**src/sv/snta_pkg.sv**
```systemverilog
// Shared types and constants of the seconds/nanos timestamp ALU.
// Depends on nothing; every other file imports it.
package snta_pkg;

    localparam int NUM_STAGES = 5;

    typedef enum logic [2:0] {
        KIND_NORM    = 3'd0,
        KIND_ADD     = 3'd1,
        KIND_SUB     = 3'd2,
        KIND_CMP     = 3'd3,
        KIND_TO_NS   = 3'd4,
        KIND_TO_MS   = 3'd5,
        KIND_FROM_NS = 3'd6,
        KIND_FROM_MS = 3'd7
    } kind_t;

    localparam logic [1:0] ORD_LESS    = 2'b11;
    localparam logic [1:0] ORD_EQUAL   = 2'b00;
    localparam logic [1:0] ORD_GREATER = 2'b01;

    localparam logic [29:0] NS_PER_S   = 30'd1000000000;
    localparam logic [19:0] NS_PER_MS  = 20'd1000000;
    localparam logic [63:0] NS_SEC_MAX = 64'd18446744073;
    localparam logic [63:0] MS_SEC_MAX = 64'd18446744073709551;
    // floor(ns / 1e6) = (ns * MS_RECIP) >> 50 for ns < 2^30
    localparam logic [30:0] MS_RECIP   = 31'd1125899907;
    // floor((c >> 9) / 5^9) = ((c >> 9) * DIV_NS_RECIP) >> 76
    localparam logic [61:0] DIV_NS_RECIP = 62'd38685626227668134;
    // floor((c >> 3) / 125) = ((c >> 3) * DIV_MS_RECIP) >> 68
    localparam logic [61:0] DIV_MS_RECIP = 62'd2361183241434822607;

    typedef logic [NUM_STAGES-1:0] adv_t;

    typedef struct packed {
        kind_t              kind;
        logic signed [63:0] first_seconds;
        logic signed [31:0] first_nanos;
        logic signed [63:0] second_seconds;
        logic signed [31:0] second_nanos;
        logic [63:0]        count_value;
    } req_t;

    typedef struct packed {
        logic [63:0] a_sec;
        logic [29:0] a_ns;
        logic [63:0] b_sec;
        logic [29:0] b_ns;
    } norm_t;

    typedef struct packed {
        logic [63:0] sec;
        logic [29:0] ns;
        logic [1:0]  ordering;
        logic [63:0] count;
        logic        ok;
    } conv_t;

    typedef struct packed {
        logic [63:0] sec;
        logic [29:0] ns;
    } split_t;

endpackage

```
**src/sv/snta_conv.sv**
```systemverilog
// Stages 4 and 5: compare and conversion to ns or ms counts.
// Depends on snta_pkg; fed by snta_norm.
module snta_conv (
    input  logic            clk,
    input  snta_pkg::adv_t  adv,
    input  snta_pkg::kind_t kind,
    input  snta_pkg::norm_t norm,
    output snta_pkg::conv_t conv
);
    import snta_pkg::*;

    logic [1:0]  ord_next;
    logic [1:0]  ord4_reg;
    logic        fail_ns4_reg, fail_ms4_reg, is_ms4_reg;
    logic [47:0] ph4_reg;
    logic [46:0] pl4_reg;
    logic [63:0] ms_sec4_reg;
    logic [60:0] ms_prod;
    logic [9:0]  ms_part4_reg;
    logic [63:0] sec4_reg;
    logic [29:0] ns4_reg;
    logic [64:0] ns_sum, ms_sum;
    logic        fail;
    conv_t       conv_reg;

    always_comb
    begin
        if ($signed(norm.a_sec) < $signed(norm.b_sec))
            ord_next = ORD_LESS;
        else if ($signed(norm.a_sec) > $signed(norm.b_sec))
            ord_next = ORD_GREATER;
        else if (norm.a_ns < norm.b_ns)
            ord_next = ORD_LESS;
        else if (norm.a_ns > norm.b_ns)
            ord_next = ORD_GREATER;
        else
            ord_next = ORD_EQUAL;
    end

    assign ms_prod = 61'(norm.a_ns) * 61'(MS_RECIP);

    always_ff @(posedge clk)
    begin
        if (adv[3])
        begin
            ord4_reg     <= ord_next;
            fail_ns4_reg <= norm.a_sec[63] | (norm.a_sec > NS_SEC_MAX);
            fail_ms4_reg <= norm.a_sec[63] | (norm.a_sec > MS_SEC_MAX);
            is_ms4_reg   <= (kind == KIND_TO_MS);
            ph4_reg      <= 48'(norm.a_sec[34:17]) * 48'(NS_PER_S);
            pl4_reg      <= 47'(norm.a_sec[16:0]) * 47'(NS_PER_S);
            ms_sec4_reg  <= (norm.a_sec << 10) - (norm.a_sec << 4) - (norm.a_sec << 3);
            ms_part4_reg <= ms_prod[59:50];
            sec4_reg     <= norm.a_sec;
            ns4_reg      <= norm.a_ns;
        end
    end

    always_comb
    begin
        ns_sum = (65'(ph4_reg) << 17) + 65'(pl4_reg) + 65'(ns4_reg);
        ms_sum = 65'(ms_sec4_reg) + 65'(ms_part4_reg);
        fail   = is_ms4_reg ? (fail_ms4_reg | ms_sum[64]) : (fail_ns4_reg | ns_sum[64]);
    end

    always_ff @(posedge clk)
    begin
        if (adv[4])
        begin
            conv_reg.sec      <= sec4_reg;
            conv_reg.ns       <= ns4_reg;
            conv_reg.ordering <= ord4_reg;
            conv_reg.ok       <= !fail;
            conv_reg.count    <= fail ? 64'd0 : (is_ms4_reg ? ms_sum[63:0] : ns_sum[63:0]);
        end
    end

    assign conv = conv_reg;
endmodule

```
**config.mk**
```make
export PLATFORM = sky130hd
export DESIGN_NAME = snta_conv
export DESIGN_NICKNAME = d
export VERILOG_FILES = /design/src/sv/snta_pkg.sv /design/src/sv/snta_conv.sv
export SDC_FILE = /design/constraint.sdc
export NUM_CORES = 2
export LEC_CHECK = 0
export BUFFER_PORTS_ARGS = -buffer_cell sky130_fd_sc_hd__buf_2
export CAP_MARGIN = 20
export CORE_ASPECT_RATIO = 0.6
export CORE_UTILIZATION = 65
export DETAILED_ROUTE_END_ITERATION = 10
export PLACE_DENSITY = 0.85
export SLEW_MARGIN = 30
export SYNTH_ARGS = -nofsm -noshare
export SYNTH_HDL_FRONTEND = slang
export SYNTH_SLANG_ARGS = --single-unit
```
**constraint.sdc**
```tcl
create_clock -name clk -period 15.7 [get_ports clk]
set_clock_uncertainty 0.15 [all_clocks]
set_input_delay 4.71 -clock clk [delete_from_list [all_inputs] [get_ports clk]]
set_output_delay 4.71 -clock clk [all_outputs]
set_load 0.005 [all_outputs]
```
Word-level counts from Yosys, hierarchy flattened. Cells that the tools add are included.

Add/subtract/negate cells: 5. Multiply operators: 3. Order comparisons: 6. Equal/unequal tests: 1. Muxes and demuxes: 5. Bitwise logic cells: 4. Reduce and logical (&&, ||, !) cells: 2.

Operator list (number): $sub A64 B64 Y64 (2); $add A64 B10 Y65 (1); $add A65 B30 Y65 (1); $add A65 B47 Y65 (1); $gt A64 B35 Y1 const B (1); $gt A64 B55 Y1 const B (1); $gt A64 B64 Y1 (1); $lt A64 B64 Y1 (1); $mux W64 (1); $mul A30 B31 Y60 const B (1); $mul A18 B21 Y39 const B (1); $mul A17 B21 Y38 const B (1); $gt A30 B30 Y1 (1); $lt A30 B30 Y1 (1); $mux W2 (2); $or A1 B1 Y1 (4); $eq A3 B3 Y1 const B (1); $reduce_or A3 Y1 (1); $mux W1 (2); $logic_not A1 Y1 (1).

Flip-flop bits (word level): 411. Input bits: 197. Word-level logic and storage cells: 42.

Logic depth before layout (Yosys ltp).
Depth after elaboration: 5. Mapped depth: 28.

Least setup slack after synthesis. Ideal clock, no wire load.

Path kind: input to register. From: input port norm[97] in the netlist's numbering. To: register ms_part4_reg[9], data pin. Arrival time: 11.206 ns. Required time: 15.291 ns. Setup slack: 4.085 ns. Stages: 26. Path buffers: 0. Cell sequence: inv_1 -> fa_1 -> inv_1 -> fa_1 -> inv_1 -> fa_1 -> fa_1 -> inv_1 -> fa_1 -> fa_1 -> fa_1 -> inv_1 -> fa_1 -> inv_1 -> ha_1 -> and3_1 -> and2_1 -> a31oi_1 -> nor2_1 -> o2111a_1 -> a211o_1 -> a211oi_2 -> o21ai_1 -> a21o_1 -> a21oi_1 -> xnor2_1.

Word-level cells in the longest chain between the ends: 1.

RTL lines: from (decl) (RTL line snta_conv.sv:7) `input snta_pkg::norm_t norm,`; $mul A30 B31 Y60 (RTL line snta_conv.sv:40) `assign ms_prod = 61'(norm.a_ns) * 61'(MS_RECIP);`; named net ms_prod[59] (RTL line snta_conv.sv:18) `logic [60:0] ms_prod;`; to (signal assigned) (RTL line snta_conv.sv:53) `ms_part4_reg <= ms_prod[59:50];`; to (decl) (RTL line snta_conv.sv:19) `logic [9:0] ms_part4_reg;`.

The timed path passes the listed nets, and every way through them passes these cells. A chain may end at the register's enable or synchronous reset.

Worst setup path after layout.
From: input port norm[99] in the netlist's numbering. To: register ms_part4_reg[2], data pin.

Same word-level chain as after synthesis.

==> implementation parameters <==
Parameter                              Value

Outcome
  Result of the run ... complete, but fails checks
  Failing checks ... DRC

Synthesis
  Number of nets produced by synthesis ... approximately 6.7k
  Synth area leaders ... sky130_fd_sc_hd__fa_1, sky130_fd_sc_hd__edfxtp_1, sky130_fd_sc_hd__ha_1, sky130_fd_sc_hd__inv_1, sky130_fd_sc_hd__a21oi_1
  Number of storage elements in the synthesis netlist ... around 400
  Number of flops mapped to enable cells by yosys ... about 400
  Synth warnings ... 0
  Top cell type's share of synthesized area ... 0.256
  Syn Area/Cell ... 10.8 um2
  Cell Area, Synth ... 52200 um2
  Distinct cells, synth ... 73
  Cell type with the highest aggregate area in the netlist ... sky130_fd_sc_hd__fa_1
  Gate count of the mapped netlist ... ~4.9k
  Register area share after synthesis ... 0.232
  Post-synth top flop ... sky130_fd_sc_hd__edfxtp_1
  Post-synthesis async set-or-reset flop share ... 0

Critical path
  Classification of the worst setup path ... in2reg
  CP Launch Type ... input pin
  Capturing element type of the critical path ... flip-flop
  Maximum fanout along the worst path ... 8
  Arrival time reported for the critical path endpoint ... ~13000 ps
  R2R Path Start ... ns4_reg[10]
  First element of the critical path ... norm[99]
  End of the worst register-to-register path ... conv[12]
  End point of the critical path ... ms_part4_reg[2]
  Worst-case reg-to-reg path depth ... 16
  Critical path required time ... roughly 16000 ps
  Worst-case register-to-register setup slack ... between 10000 and 15000 ps

Detailed routing
  Avg Vias per Cell ... just over 6
  Number of design-rule violations left by the first detailed-router iteration ... slightly above 5k
  Total iterations of the first detailed-routing run ... 10
  Average wire length per cell after detail routing ... 25.2 um
  Number of vias in the routed layout ... between 30k and 40k
  Antenna-violating nets left ... 0
  Overall routed net length ... ~160000 um
  DRC errors left ... 1

GRT
  Met2 capacity usage during global routing ... 0.494
  Overall Global Routing Usage ... 0.393
  Via count of the first global-routing pass ... 38.0k
  Global-route wire length before repair ... roughly 240000 um
  Antenna violations before repair ... 2
  Met1 Usage GRT ... 0.602
  Maximum number of pins on one net before global-route repair ... 108
  Total grt overflow ... 0
  Routing layer with the top usage in global route ... met1
  Met3 layer usage reported by global route ... 0.196

STA
  Total count of hold-check failures in the final report ... 0
  Max-slew violation count ... 0
  Maximum frequency from static timing analysis ... a little over 80 MHz
  Time the worst path needs with I/O delays and setup ... around 12000 ps
  Tightest slew margin relative to the limit ... 0.284
  Slack of the critical path ... between 3000 and 4000 ps
  Final total negative setup slack ... 0 ps
  Tcrit/Tclk final ... 0.788
  Unrepaired setup endpoints after global routing ... false
  Number of setup violations in the final report ... 0
  Worst Max-Slew Pin Slew ... between 1000 and 1500 ps

Clock tree
  Setup fix buffers added after clock tree synthesis ... 0
  Clock latency of the later-clocked register in the worst-skew pair ... 630 ps
  Number of H-tree branching levels ... 2
  Cts bufs inserted ... between 40 and 50
  Quantity of hold-fixing buffers added after cts ... 0
  Gates resized, CTS repair ... 0
  CTS tree ... done
  Clock sink total ... 403
  Clock root buffer ... sky130_fd_sc_hd__clkbuf_16
  Clock transition at path regs ... about 60 ps
  Number of buffers on the longest clock path ... 3

Die
  Width of the die ... around 370 um
  Area enclosed by the die boundary ... 81500 um2
  Core footprint ... between 70000 and 80000 um2
  Effective utilization at floorplan ... 0.657
  Ports placed on the boundary ... roughly 360
  Vertical die dimension ... approximately 220 um
  Core Rows ... 80

Placement
  Detailed placement HPWL ... roughly 130000 um
  Placed cell count ... 6233
  Number of port buffers ... about 350
  Pre-CTS setup slack ... 2770 ps
  Final RePlAce weighted congestion ... approximately 1.1

Finish
  Number of cells in the finished layout apart from fillers ... roughly 6.3k
  Max reg flops ... 161
  Share of the core filled with cells ... 0.713
  Fraction of layout instances using a drive strength above 1 ... 0.0984
  Diode insertion count for antenna repair ... 0
  Net count, final ... approximately 7k
  Synth-to-Final Area Change ... 8.52%

Min path
  Worst min-delay path category ... reg2reg
  Count of cells along the worst hold path ... 0

Job
  Number of maximum-capacitance constraint violations ... 0
## cell type report
cell class,instances,area (um2)
multi-input combinational,3357,36000
fill,5682,22800
sequential,403,12100
inverter,1040,3900
timing repair buffer,368,1920
tap,1066,1330
clock buffer,47,1070
clock inverter,31,333
## worst max-delay path, stage by stage
cell and delay [ps]:
sky130_fd_sc_hd__buf_2 250, sky130_fd_sc_hd__inv_1 150, sky130_fd_sc_hd__fa_1 540, sky130_fd_sc_hd__inv_1 90
sky130_fd_sc_hd__fa_1 490, sky130_fd_sc_hd__inv_1 70, sky130_fd_sc_hd__fa_1 500, sky130_fd_sc_hd__fa_1 520
sky130_fd_sc_hd__inv_1 60, sky130_fd_sc_hd__fa_1 530, sky130_fd_sc_hd__fa_1 440, sky130_fd_sc_hd__fa_1 540
sky130_fd_sc_hd__inv_1 50, sky130_fd_sc_hd__fa_1 530, sky130_fd_sc_hd__inv_1 40, sky130_fd_sc_hd__ha_1 310
sky130_fd_sc_hd__and3_1 190, sky130_fd_sc_hd__and2_1 250, sky130_fd_sc_hd__a31oi_1 90, sky130_fd_sc_hd__nor2_1 390
sky130_fd_sc_hd__o21ai_0 170, sky130_fd_sc_hd__nand2_1 160, sky130_fd_sc_hd__nand4b_1 150, sky130_fd_sc_hd__o2111ai_1 160
sky130_fd_sc_hd__a21oi_1 160, sky130_fd_sc_hd__o31ai_1 390, sky130_fd_sc_hd__xor2_2 590
## metrics by stage
stage                     area [um2]  hold slack (ps)
after detailed placement       55200              255
after floorplan                52200              250
after global routing           56700              275
after CTS                      56600              268
final                          56700              268
after global placement         55200              250
## cells in the mapped netlist, drive strengths merged, types with 10 or more instances
library cell,number
a211oi,64
a21o,125
a21oi,251
a31oi,33
and2,12
and3,48
buf,10
clkbuf,46
edfxtp,403
fa,667
ha,935
inv,1040
nand2,177
nand2b,22
nand3,80
nand4,70
nor2,201
nor2b,38
nor3,34
nor4,11
o211ai,11
o21a,24
o21ai,136
o21bai,29
or2,12
or3,10
xnor2,142
xor2,104
## how the worst min path moves through the flow
stage,from,endpoint,slack [ps]
detailed placement,sec4_reg[20],conv[117],250
global route,sec4_reg[30],conv[127],270
finish,sec4_reg[20],conv[117],270
CTS,sec4_reg[63],conv[160],270
global placement,sec4_reg[50],conv[147],250
floorplan,sec4_reg[3],conv[100],250
## per-layer routing
metal  wire [um]  part of all wire
met5           0                 0
met1       67000              0.42
met2       58800              0.37
met3       29400              0.19
met4        3560             0.022
## cells by family (layout without fill, tap and decap cells)
| logic type | after synthesis | after routing | synth area share |
|---|---|---|---|
| AND/OR/NAND/NOR | 737 | 737 | 0.0687 |
| adder cells (fa/ha/maj) | 1602 | 1602 | 0.480 |
| flip-flops | 403 | 403 | 0.232 |
| buffers and inverters | 1096 | 1486 | 0.0797 |
| XOR/XNOR | 246 | 246 | 0.0412 |
| AO/OA/AOI/OAI | 764 | 764 | 0.0976 |
| multiplexers | 8 | 8 | 0.00153 |
## cell usage in the layout, fill, tap and decap left out, drive strengths merged, types with 22 or more instances in the layout
master and instances:
buf 366, o21bai 29, a211oi 64, nand4 70, and3 48, inv 1046, a31oi 33, fa 667
o21ai 136, nor2 201, nand3 80, edfxtp 403, nor2b 38, xor2 104, o21a 24, a21o 125
xnor2 142, clkbuf 49, nor3 34, a21oi 251, ha 935, nand2 177, nand2b 22
Power is left out: the tool's default activity adds up to more than one toggle a clock period on the data nets, which glitch-free logic cannot reach.
